<file path="config.mk">
export PLATFORM = sky130hd
export DESIGN_NAME = cdwu_ram
export DESIGN_NICKNAME = d
export VERILOG_FILES = /design/src/hdl/cdwu_ram.sv
export SDC_FILE = /design/constraint.sdc
export NUM_CORES = 2
export LEC_CHECK = 0
export BUFFER_PORTS_ARGS = -buffer_cell sky130_fd_sc_hd__buf_4
export CAP_MARGIN = 20
export CORE_MARGIN = 2
export CORE_UTILIZATION = 50
export CTS_CLUSTER_DIAMETER = 200
export DETAILED_ROUTE_END_ITERATION = 10
export PLACE_DENSITY = 0.65
export SETUP_SLACK_MARGIN = 0.15
export SYNTH_ARGS = -nofsm -noshare
export SYNTH_HDL_FRONTEND = slang
export SYNTH_SLANG_ARGS = --single-unit
</file>
<file path="constraint.sdc">
create_clock -name clock -period 6.5 [get_ports clock]
set_input_delay 1.3 -clock clock [delete_from_list [all_inputs] [get_ports clock]]
set_output_delay 1.3 -clock clock [all_outputs]
set_load 0.02 [all_outputs]
</file>
<file path="src/hdl/cdwu_ram.sv">
`default_nettype none
module cdwu_ram #(
   parameter int WIDTH = 32,
   parameter int DEPTH = 64
) (
   input  wire logic                     clock,
   input  wire logic                     wr_en,
   input  wire logic [$clog2(DEPTH)-1:0] wr_addr,
   input  wire logic [WIDTH-1:0]         wr_data,
   input  wire logic [$clog2(DEPTH)-1:0] rd_addr,
   output logic      [WIDTH-1:0]         rd_data
);

   logic [WIDTH-1:0] mem [DEPTH];

   always_ff @(posedge clock) begin
      if (wr_en) begin
         mem[wr_addr] <= wr_data;
      end
      rd_data <= mem[rd_addr];
   end

endmodule
`default_nettype wire

</file>
== Yosys cells after proc, flatten, opt, wreduce, memory -nomap -nowiden ==
Memories as Yosys holds them, arrays and structs flattened. A register that Yosys moved wholly into a read port is not among the register bits.
Index checks and enable logic that the tools add are counted.

* Flip-flop bits (word level): 0
* RAM bits: 2,048
* Bits of input ports: 46
* Output and inout bits: 32
* Word-level logic and storage cells: 3
* Memories: 1

* Multiplexer cells: 2

{| class="wikitable"
|+ Memory list
! name !! depth !! bits a word !! read ports !! clocked after memory_dff !! write ports !! line !! text
|-
| mem || 64 || 32 || 1 || 1 || 1 || 14 || <nowiki>logic [WIDTH-1:0] mem [DEPTH];</nowiki>
|}

{| class="wikitable"
|+ Operator list
! cell !! number
|-
| two-way mux 1 bit || 2
|}

== Longest topological paths before layout ==
* Depth after elaboration: 2
* Gate-level depth with buffers: 10

== Worst setup path after synthesis ==
Ideal clock, no wire load.

* Path type: input-to-reg
* From: input wr_addr[3]
* To: memory mem[48][0] (enable)
* Arrival time: 3.999 ns
* Slack: 2.040 ns
* Cell stages on the path: 4
* Path through: clkbuf_1 > nor2b_1 > nand4b_1 > nor3_1

{| class="wikitable"
|+ RTL lines
! element !! line !! text
|-
| from (decl) || 8 || <nowiki>input wire logic [$clog2(DEPTH)-1:0] wr_addr,</nowiki>
|-
| to (decl) || 14 ||
|}

Straight into the memory's write port.

==> impl_metrics.toml <==
[logic_synthesis]
yosysUniqueCellTypes = 34
yosysMostFrequentCell = "edfxtp_1"
yosysSeqAreaShare_pct = 79.14
synth-main-ff-cell = "edfxtp_1"
netlist_area_um2 = 78520
ys_ff_latch = 2080
netlist_top_cells_area = "edfxtp_1, mux4_2, mux2i_1, dfxtp_1, o22ai_1"
synthTopCellsByCount = "edfxtp_1, mux4_2, nor2_1, mux2i_1, o22ai_1"
synth_edf_count = 2048
yosys_warnings = 0
synth_nets = 3370
syn_area_per_cell_um2 = 23.62
yosysTopAreaCell = "edfxtp_1"
synth_top_area_share_pct = 78.33
synth-async-reset-ratio_pct = 0
synthesis.instances = 3324

[timing]
worst_slack_ns = 2.814
worst_pin_slew_ns = 1.108
skew_ns = 0.02228
maxSlewViolCount = 0
finalCritPeriodShare_pct = 56.71
clock.fmax_mhz = 271.3
fin_tns_setup_ns = 0
layout_min_cycle_time_ns = 3.686
rsz0062_at_grt = "false"
slew_headroom_pct = 25.93
setup_viol = 0
finalHoldViolCount = 0

[pwr]
ir_drop_mv = 0.2822
total_leakage_power_nw = 27.65
p_per_area_nw_per_um2 = 312.3

[finish]
multiInputGateArea_um2 = 15970
syn_to_final_growth_pct = 13.37
seq_area_um2 = 62140
final_cell_count_no_fill = 5774
finish.utilization_pct = 57.05
drive_above_1_share_pct = 29.64
nets = 3590
nFillCells = 11210

[cts]
cts.sinks = 2080
ctsHtreeMaxLevel = 4
clock_latency_ns = 0.82
cts_tree = "yes"
cts_resized = 0
holdBufCountCts = 0
postCtsSetupBuffers = 0
cts_max_path_buffers = 3
cts.clk_slew.worst_paths_ns = 0.06
cts_made_buffers = 202
clockRootBuffer = "clkbuf_16"

[worst_setup_path]
worstPathArrival_ns = 4.36
path_cells = "buf_8, buf_12, buf_4, mux4_2, o22ai_1, nor2_1, a21oi_1, nor2_1"
crit_slowest_cell = "a21oi_1"
path_common_cell = "nor2_1"
crit_buf_inv = 3
critical_path.startpoint_type = "input port"
critPathKind = "in2reg"
critPathMaxStageDelay_ns = 0.74
reg2reg_depth = 4
cp-end-kind = "flop"
path_delay_family = "buffers and inverters"
cp_max_fo = 79
path_depth = 8
required_ns = 7.18

[floorplan]
core_um2 = 156000
die_height_um = 400.3
start_util_pct = 50.32
io_pins = 78
rows = 145
fp.dieW_um = 400.3
die-area_um2 = 160200

[route]
first_pass_iters = 7
wl_per_cell_um = 34.34
ant_nets = 0
drc = 0
viasPerCell = 6.421
drt_wl_total_mm = 198.3
vias = 37070
drt_iter0_markers = 4620

[placement]
place.port_buffers = 77
placed_cells = 5394
dpl.hpwl_mm = 108.8
place_ws_ns = 1.961
gp_congestion = 0.7686

[job]
cap_violations = 0

[min_path]
hold_path.class = "reg2reg"
worstHoldPathCells = 5

[global_route]
grt_util_all_layers_pct = 24.93
antenna_found_initial = 11
grt_pass1_vias = 36870
grt.overflow.total = 0
grt_pass1_wl_mm = 281.4
grt_max_degree = 98

[status]
status = "finished, final reports clean"
==> flip-flops by register name, indices dropped and copies added, names as in the netlist <==
register and flops:
mem 2048, rd_data 32
==> cells by family after synthesis <==
family,Yosys count,synth area share [%]
muxes,637,16.79
AOI/OAI and AO/OA,202,1.673
and+or+nand+nor,223,1.265
buffers and inverters,182,1.128
DFF,2080,79.14
==> routing by layer <==
layer | part of all wire, % | wire length, µm | up-vias | GRT usage [%]
met5 | 0.041 | 81 | - | 0
met4 | 2.3 | 4644 | 12 | 6.446
met2 | 48 | 94660 | 1848 | 38.95
met1 | 41 | 81280 | 20240 | 36.69
li1 | - | - | 14720 | -
met3 | 8.9 | 17600 | 254 | 4.671
==> worst reg2reg max path, delay by kind of cell (launching register included) <==
kind	cells	cell delay, ns
multiplexers	2	1.05
AO/OA/AOI/OAI	1	0.51
flip-flops	1	0.38
AND/OR/NAND/NOR	1	0.14
==> worst paths after layout <==
check / start / to / slack (ns)
worst min-delay path: mem[51][29] / rd_data[29] / 0.87
worst min register to register: mem[51][29] / rd_data[29] / 0.87
worst max register to register: mem[30][18] / rd_data[18] / 4.26
worst max-delay path: rd_addr[0] / rd_data[11] / 2.81
==> cells in the final DEF (no fill, tap or decap), types with 56 or more instances in the layout <==
cell type / count
edfxtp_1: 2048
mux4_2: 544
clkbuf_16: 206
buf_4: 174
mux2i_1: 93
o22ai_1: 84
nor2_1: 75
a21oi_1: 62
nor2_4: 62
clkbuf_1: 56
==> where the power goes <==
part,switching (mW),total [mW],internal [mW]
sequential,0.0619,14.9,14.8
combinational,0.830,1.34,0.509
clock,4.94,11.5,6.61
total,5.83,27.8,22.0
==> metrics by stage <==
step	hold WS [ns]	power (mW)	area, µm²
floorplan	0.6632	15.92	78520
global placement	0.8365	16.53	82310
detailed placement	0.8552	16.55	82370
CTS	0.8777	27.97	88930
global route	0.9405	28.56	89010
finish	0.8722	27.80	89010
==> layout make-up <==
| cell class | count | area share (%) |
|---|---|---|
| Clock buffer | 281 | 6.321 |
| Sequential cell | 2080 | 69.81 |
| Timing Repair Buffer | 198 | 1.981 |
| Antenna cell | 1 | 0.002811 |
| Multi-Input combinational cell | 1062 | 17.94 |
| Clock inverter | 94 | 1.047 |
| Tap cell | 2058 | 2.893 |
Note: power is estimated with default switching activity, not from simulation.
